`src/rtl/trial_division_prime_test_assert.svh`:
```
// Assertion macros shared by the trial-division prime test RTL.
// Depends on nothing; define ASSERT_OFF to compile the checks away.
`ifndef TRIAL_DIVISION_PRIME_TEST_ASSERT_SVH
`define TRIAL_DIVISION_PRIME_TEST_ASSERT_SVH

`ifndef ASSERT_OFF
// When a holds, b must hold in the same cycle
`define TDP_ASSERT_SAME(label, clk, rst_n, a, b) \
  label: assert property (@(posedge clk) disable iff (!rst_n) (a) |-> (b)) \
    else $error("same-cycle check failed");
// When a holds, b must hold in the next cycle
`define TDP_ASSERT_NEXT(label, clk, rst_n, a, b) \
  label: assert property (@(posedge clk) disable iff (!rst_n) (a) |=> (b)) \
    else $error("next-cycle check failed");
`else
`define TDP_ASSERT_SAME(label, clk, rst_n, a, b)
`define TDP_ASSERT_NEXT(label, clk, rst_n, a, b)
`endif

`endif

```
`src/rtl/tdp_pkg.sv`:
```
// Shared types and constants of the trial-division prime test.
// Depends on nothing.
package tdp_pkg;

  // First trial divisor and the step between odd divisors
  localparam int unsigned FIRST_DIVISOR = 3;
  localparam int unsigned DIVISOR_STEP  = 2;
  localparam int unsigned SMALLEST_PRIME = 2;
  localparam int unsigned LARGEST_NON_PRIME_LOW = 1;

  // Status from the serial remainder unit back to the controller
  typedef struct packed {
    logic done;      // one-cycle pulse: remainder is final
    logic rem_zero;  // remainder equals zero
  } tdp_rem_stat_t;

endpackage

```
`src/rtl/tdp_serial_rem.sv`:
```
// Bit-serial restoring remainder unit: one dividend bit per cycle.
// Depends on tdp_pkg and trial_division_prime_test_assert.svh.
`include "trial_division_prime_test_assert.svh"

module tdp_serial_rem #(
  parameter int unsigned W = 20
) (
  input  logic                  clk,
  input  logic                  rst_n,
  input  logic                  start,
  input  logic [W-1:0]          dividend,
  input  logic [W-1:0]          divisor,
  output tdp_pkg::tdp_rem_stat_t stat
);
  import tdp_pkg::*;

  localparam int unsigned CW = (W > 1) ? $clog2(W) : 1;

  logic          busy_r, busy_nxt;
  logic          done_r, done_nxt;
  logic [CW-1:0] cnt_r, cnt_nxt;
  logic [W-1:0]  dvd_r, dvd_nxt;
  logic [W-1:0]  dvs_r, dvs_nxt;
  logic [W-1:0]  rem_r, rem_nxt;
  logic [W:0]    trial;
  logic          ge;

  // Shift in the next dividend bit and try one subtraction
  assign trial = {rem_r, dvd_r[W-1]};
  assign ge    = (trial >= {1'b0, dvs_r});

  always_comb begin
    busy_nxt = busy_r;
    done_nxt = 1'b0;
    cnt_nxt  = cnt_r;
    dvd_nxt  = dvd_r;
    dvs_nxt  = dvs_r;
    rem_nxt  = rem_r;
    if (start) begin
      // Load operands and clear the partial remainder
      busy_nxt = 1'b1;
      cnt_nxt  = CW'(W - 1);
      dvd_nxt  = dividend;
      dvs_nxt  = divisor;
      rem_nxt  = '0;
    end else if (busy_r) begin
      // Advance one bit
      rem_nxt = ge ? W'(trial - {1'b0, dvs_r}) : trial[W-1:0];
      dvd_nxt = {dvd_r[W-2:0], 1'b0};
      if (cnt_r == '0) begin
        busy_nxt = 1'b0;
        done_nxt = 1'b1;
      end else begin
        cnt_nxt = cnt_r - CW'(1);
      end
    end
  end

  always_ff @(posedge clk) begin
    if (!rst_n) begin
      busy_r <= 1'b0;
      done_r <= 1'b0;
      cnt_r  <= '0;
    end else begin
      busy_r <= busy_nxt;
      done_r <= done_nxt;
      cnt_r  <= cnt_nxt;
    end
    dvd_r <= dvd_nxt;
    dvs_r <= dvs_nxt;
    rem_r <= rem_nxt;
  end

  assign stat.done     = done_r;
  assign stat.rem_zero = (rem_r == '0);

  `TDP_ASSERT_SAME(a_start_idle, clk, rst_n, start, !busy_r)
  `TDP_ASSERT_SAME(a_done_idle, clk, rst_n, done_r, !busy_r)
  `TDP_ASSERT_NEXT(a_last_bit_done, clk, rst_n, busy_r && (cnt_r == '0) && !start, done_r)

endmodule

```
`config.mk`:
```
export PLATFORM = sky130hd
export DESIGN_NAME = tdp_serial_rem
export DESIGN_NICKNAME = d
export VERILOG_FILES = /design/src/rtl/tdp_pkg.sv /design/src/rtl/tdp_serial_rem.sv
export VERILOG_INCLUDE_DIRS = /design/src /design/src/rtl
export SDC_FILE = /design/constraint.sdc
export NUM_CORES = 1
export LEC_CHECK = 0
export BUFFER_PORTS_ARGS = -buffer_cell sky130_fd_sc_hd__clkbuf_2
export CAP_MARGIN = 20
export CORE_ASPECT_RATIO = 0.8
export CORE_UTILIZATION = 38
export CTS_CLUSTER_SIZE = 20
export DETAILED_ROUTE_END_ITERATION = 8
export GPL_ROUTABILITY_DRIVEN = 1
export GPL_TIMING_DRIVEN = 0
export PLACE_DENSITY = 0.68
export RECOVER_POWER = 25
export SLEW_MARGIN = 20
export SYNTH_ARGS = -nofsm -noshare
export SYNTH_HDL_FRONTEND = slang
export SYNTH_SLANG_ARGS = --single-unit
```
`constraint.sdc`:
```
create_clock -name clk -period 3 [get_ports clk]
set_clock_uncertainty 0.1 [all_clocks]
set_input_delay 0.6 -clock clk [delete_from_list [all_inputs] [get_ports clk]]
set_output_delay 0.6 -clock clk [all_outputs]
set_load 0.005 [all_outputs]
```
==> key figures, run 1 <==
Synth
  • Compound-Gate Fraction of Synth Area: 19.3%
  • Post-synth EDFFs: 40
  • Synth Instances: 390
  • Mapped cell area: roughly 3900 sq um
  • Synth Flop Type: edfxtp_1
  • Most frequent cell after synthesis: edfxtp_1
  • Post-synthesis sequential area ratio: 44.9%
  • Area contributors post-synth: edfxtp_1, dfxtp_1, ha_1
  • Top cell type's share of synthesized area: a little under a third
  • Post-synthesis mux area share: around 5.8%
  • Synth Area per Inst: 9.95 sq um
  • Yosys warning count: 0
  • Post-synth net total: ~460
  • Post-synthesis simple-gate area fraction: between 10% and 20%
  • Post-synthesis cell type count: 56
  • Post-Synth XOR/XNOR Area: 3.61%
  • Asr flop ratio synth: 0%
  • Main combinational cell family by area after synthesis: compound AO/OA/AOI/OAI gates
  • Commonest cells post-synth: edfxtp_1, nor2_1, inv_1
  • Area leader, netlist: edfxtp_1
  • Yosys reg bits: 67
  • Post-synthesis adder-cell area fraction: 7.29%

Place
  • GPL Wtd Cong: 0.876
  • Placed cell area: ~4300 sq um
  • Post-DP HPWL: between 6000 and 7000 um
  • Worst slack, placed: -0.0867 ns
  • Placed cells: 570
  • Port bufs: 44

Routing
  • DR DRC count: 0
  • WL per Instance: approximately 15 um
  • Iter 0 DRT Violations: ~240
  • WL final: between 9000 and 10000 um
  • Vias/cell: between 5 and 6
  • Via count: between 3000 and 4000
  • DRT Pass-1 Iters: 5
  • Antenna Nets Post-Route: 0

Die
  • Die X: 115 um
  • Num ports: 45
  • Core region area: 9770 sq um
  • Die height: slightly above 90 um
  • Rows: 32
  • Starting Density: a little under 40%
  • Die area: 10600 sq um

Pwr
  • Clk pwr share: 40.2%
  • Comb power frac: between 10% and 20%
  • Total design power: 2.60 mW
  • Pwr Density: between 500 and 600 nW/um^2
  • Internal power: roughly 1.9 mW
  • Sw Pwr: roughly 0.7 mW
  • Lkg Pwr: 1.97 nW
  • Max VDD drop: about 360 uV
  • Sequential share of power: 42.3%
  • Sw Ratio: between 20% and 30%

Clock network
  • CTS tree: built
  • Hold Buf Count CTS: 0
  • Number of buffers created by CTS: 9
  • Worst-Skew Late Latency: approximately 0.34 ns
  • Root Buffer Master: clkbuf_16
  • CTS HTree Levels: 3
  • Clk pin slew, worst setup/hold paths: around 0.060 ns
  • Clk buf depth: 2
  • Clk sinks: 67

Cells and area
  • Fillcell total: between 900 and 1000
  • Final #Nets: roughly 520
  • Final instance area: ~4700 sq um
  • ANT cells: 0
  • P&R area growth vs syn: 19.9%
  • Layout cells sized above 1: between 20% and 30%
  • Sequential cell area: ~1700 sq um
  • Area taken by multi-input logic gates: 2010 sq um
  • Post-Layout Cell Count: just under 600

Worst setup path
  • Crit path top cell by count: buf_4
  • CP top delay family: compound AO/OA/AOI/OAI gates
  • Worst path bufs/invs: 2
  • CP max FO: 10
  • Worst path required time: between 3 and 4 ns
  • Slowest-stage cell, CP: dfxtp_1
  • Arrival time at the worst endpoint: ~3 ns
  • Crit path launch type: flop
  • Crit path kind: reg2reg
  • Worst setup EP type: flop
  • Max incr delay on CP: 0.45 ns
  • Critical-path cell list: ha_1 -> nor2b_2 -> o31ai_4 -> a21oi_4 -> o31a_1 -> buf_4 -> o21ai_4 -> buf_4 -> nand3_1 -> a311oi_1

Global route
  • Antenna violations before repair: 0
  • GRT Total Usage: 18.3%
  • Vias in the first global route: between 3000 and 4000
  • Grt total ovfl: 0
  • Global-route wire length before repair: 14800 um
  • Pin count of the biggest net entering global routing: 26

Run
  • Max_cap viols: 0

Worst hold path
  • HP Class: in2reg

STA
  • Worst-margin pin slew: 0.793 ns
  • Final setup violation count: 0
  • Fin Hold WS: roughly 0.33 ns
  • Final Max Slew Viols: 0
  • Final Hold Vio Count: 0
  • Part of the cycle the worst path needs: 94.8%
  • Setup WS post-layout: 0.155 ns
  • Fmax: 352 MHz
  • Clock period minus worst slack: around 2.8 ns
  • Worst rel slew slack: roughly 47%

Run status
  • Outcome: completed
==> power by group through the flow <==
stage / registers (mW) / logic [mW] / clock network, mW
after floorplan: 1.10 / 0.331 / 0
after global placement: 1.11 / 0.428 / 0
after detailed placement: 1.12 / 0.441 / 0
after CTS: 1.10 / 0.444 / 1.07
after global routing: 1.10 / 0.507 / 1.10
final: 1.10 / 0.454 / 1.04
==> stage by stage <==
stage	TNS [ns]	util [%]
6_report	0	47.6
2_1_floorplan	0	-
4_1_cts	0	46.9
3_5_place_dp	-1.78	43.8
5_1_grt	-0.00776	47.6
3_3_place_gp	-0.0384	43.7
==> repair_timing <==
| action | CTS | global route |
|---|---|---|
| pin swaps | 0 | 5 |
| gates cloned | 0 | 0 |
| setup buffers | 0 | 6 |
| setup endpoints to repair | 2 | 15 |
| endpoints found under the hold margin | 0 | 0 |
| gates resized for setup | 1 | 10 |
==> cell usage in the layout, fill, tap and decap left out, drive strengths merged, types with 13 or more instances in the layout <==
master and count:
clkbuf 61, o21ai 19, a21oi 17, edfxtp 40, dfxtp 27, ha 21, inv 28, buf 13
nor2 33, nand3 17, nand2 26, mux2 19
==> worst paths after layout <==
kind	startpoint	endpoint	slack, ns	depth (start not counted)
setup / recovery	rem_r[0]	rem_r[7]	0.16	10
hold / removal	divisor[9]	dvs_r[9]	0.33	1
setup reg to reg	rem_r[0]	rem_r[7]	0.16	10
hold reg to reg	cnt_r[4]	done_r	0.37	1
==> final cells by class <==
cell class	count	share of cell area [%]
Timing Repair Buffer	50	5.70
Clock inverter	7	1.48
Multi-Input combinational cell	280	43.2
Tap cell	136	3.66
Sequential cell	67	37.4
Buffer	15	1.48
Inverter	28	2.26
Clock buffer	9	4.84
==> cells by family after synthesis <==
kind of cell    Yosys count
compound gates          104
buf+inv                  43
mux                      20
fa+ha+maj                22
simple gates            118
xor+xnor                 16
flops                    67
==> per-layer routing <==
metal	track usage [%]	wire, um	part of all wire, %	vias up
met1	24.7	4230	46	1515
met3	6.28	697	7.7	33
li1	-	-	-	1577
met2	26.5	3930	43	113
met4	7.36	254	2.8	0
met5	0	0	0	-
==> state kept, by name, indices dropped and copies added, names as in the netlist <==
signal / cells
busy_r: 1
cnt_r: 5
done_r: 1
dvd_r: 20
dvs_r: 20
rem_r: 20
Power figures use the tool's default switching activity.
==> run 2, diff against run 1 <==
--- a/config.mk
+++ b/config.mk
@@ -14,8 +14,7 @@
 export DETAILED_ROUTE_END_ITERATION = 8
 export GPL_ROUTABILITY_DRIVEN = 1
 export GPL_TIMING_DRIVEN = 0
-export PLACE_DENSITY = 0.68
-export RECOVER_POWER = 25
+export RECOVER_POWER = 50
 export SLEW_MARGIN = 20
 export SYNTH_ARGS = -nofsm -noshare
 export SYNTH_HDL_FRONTEND = slang
==> key figures, run 2 (synthesis results as in run 1) <==
Routing
  • Antenna Nets Post-Route: 0
  • Vias/cell: around 5.5
  • DRT Pass-1 Iters: 5
  • Iter 0 DRT Violations: ~270
  • Via count: roughly 3200
  • DR DRC count: 0
  • WL per Instance: 15.7 um
  • WL final: 9250 um

Clock network
  • CTS HTree Levels: 3
  • Number of buffers created by CTS: 9
  • Clk pin slew, worst setup/hold paths: around 0.05 ns
  • Clk buf depth: 2
  • Clk sinks: between 60 and 70
  • CTS tree: built
  • Root Buffer Master: clkbuf_16
  • Worst-Skew Late Latency: around 0.33 ns
  • Hold Buf Count CTS: 0

Place
  • GPL Wtd Cong: roughly 0.83
  • Placed cells: 570
  • Port bufs: 44
  • Post-DP HPWL: 6780 um

Global route
  • Antenna violations before repair: 0
  • Pin count of the biggest net entering global routing: 26
  • Vias in the first global route: roughly 3000
  • Grt total ovfl: 0
  • GRT Total Usage: 18.3%
  • Global-route wire length before repair: between 10000 and 15000 um

Worst hold path
  • Hold Path Sink: dvs_r[14]
  • HP Class: in2reg
  • Hold Path Stages: 1
  • Worst hold path startpoint: divisor[14]

Cells and area
  • Commonest non-fill, non-tap cell in the layout: clkbuf_2
  • Util after Layout: 47.1%
  • P&R area growth vs syn: 18.4%
  • Final #Nets: roughly 510
  • Fillcell total: ~970
  • Sequential cell area: approximately 1700 sq um
  • Post-Layout Cell Count: about 590
  • Highest-count cells in the layout ignoring fill and taps: clkbuf_2, edfxtp_1, nor2_1
  • ANT cells: 0
  • Layout cells sized above 1: between 20% and 30%
  • Biggest regs: dvd_r (20), dvs_r (20), rem_r (20)
  • Area taken by multi-input logic gates: 2010 sq um

Worst setup path
  • CP max FO: 10
  • Crit path launch type: flop
  • RR Endpoint: rem_r[18]
  • Worst setup EP type: flop
  • Crit path kind: reg2reg
  • FF-to-FF setup slack: around 0.11 ns
  • Worst r2r src: dvs_r[1]
  • Worst r2r path cells: 10
  • Arrival time at the worst endpoint: 3.05 ns
  • Worst path required time: between 3 and 4 ns

Pwr
  • Lkg Pwr: between 1.5 and 2 nW
  • Max VDD drop: between 200 and 250 uV
  • Pwr Density: roughly 540 nW/um^2
  • Total design power: roughly 2.5 mW

Die
  • Num ports: 45
  • Rows: 32
  • Die X: approximately 110 um
  • Die height: just over 90 um
  • Core region area: 9770 sq um
  • Die area: roughly 11000 sq um
  • Starting Density: roughly 40%

STA
  • Worst-margin pin slew: a little over 0.8 ns
  • Worst rel slew slack: roughly 46%
  • Final Hold Vio Count: 0
  • Final Max Slew Viols: 0
  • Part of the cycle the worst path needs: between 90% and 100%
  • Final setup TNS: 0 ns
  • Fmax: roughly 350 MHz
  • Clock period minus worst slack: around 2.9 ns
  • Final setup violation count: 0

Run
  • Max_cap viols: 0

Run status
  • Outcome: completed
[run 2: cell types whose count changed in the layout (fill, tap and decap cells not counted), sizes merged]
cell and delta:
bufinv -1, buf -5, clkbuf +6, clkinvlp -3
[run 2: power by group]
group | total (mW) | internal [mW] | switching, mW | leakage, nW
clock | 0.924 | 0.554 | 0.370 | 0.119
combinational | 0.461 | 0.205 | 0.256 | 1.21
sequential | 1.10 | 1.06 | 0.0386 | 0.619
[run 2: worst max-delay path, stage by stage (launching register included)]
cell	delay, ns
edfxtp_1	0.35
inv_1	0.11
ha_1	0.26
nor2b_2	0.18
o31ai_4	0.37
a21oi_4	0.13
o31a_1	0.32
o21a_1	0.23
buf_4	0.18
or4_1	0.51
nand3_1	0.09
[run 2: metrics by stage]
step / setup slack [ns] / cell area (sq um) / hold slack [ns]
after detailed placement: -0.103 / 4280 / 0.351
after global routing: -0.0134 / 4600 / 0.336
after global placement: -0.0547 / 4270 / 0.348
final: 0.112 / 4600 / 0.345
after floorplan: 0.365 / 3880 / 0.323
after CTS: 0.0341 / 4530 / 0.333
[run 2: final cells by class]
type                    instances  share of cell area [%]
multi-input cells             280                    43.8
clock inverters                 3                   0.327
clock buffers                  13                    5.23
inverters                      28                    2.29
flip-flops and latches         67                    37.9
plain buffers                  15                    1.50
repair buffers                 47                    5.25
well taps                     136                    3.70
[run 2: worst max-delay path by stage]
stage          slack [ns]  startpoint        end
6_report             0.11    dvs_r[1]  rem_r[18]
5_1_grt             -0.01    dvs_r[1]  rem_r[15]
4_1_cts              0.03    rem_r[0]   rem_r[9]
3_5_place_dp        -0.10       start   dvd_r[8]
3_3_place_gp        -0.05       start   dvd_r[9]
2_1_floorplan        0.36   dvd_r[19]  rem_r[14]
[run 2: timing repair]
item,CTS,global route
endpoints found under the setup margin,0,14
resized for setup,0,12
hold endpoints to repair,0,0
setup buffers,0,3
[run 2: metal layers]
| metal | share of wire (%) | global-route usage [%] |
|---|---|---|
| met3 | 4.9 | 4.84 |
| met5 | 0 | 0 |
| met4 | 1.8 | 6.39 |
| met2 | 44 | 26.4 |
| met1 | 50 | 26.3 |
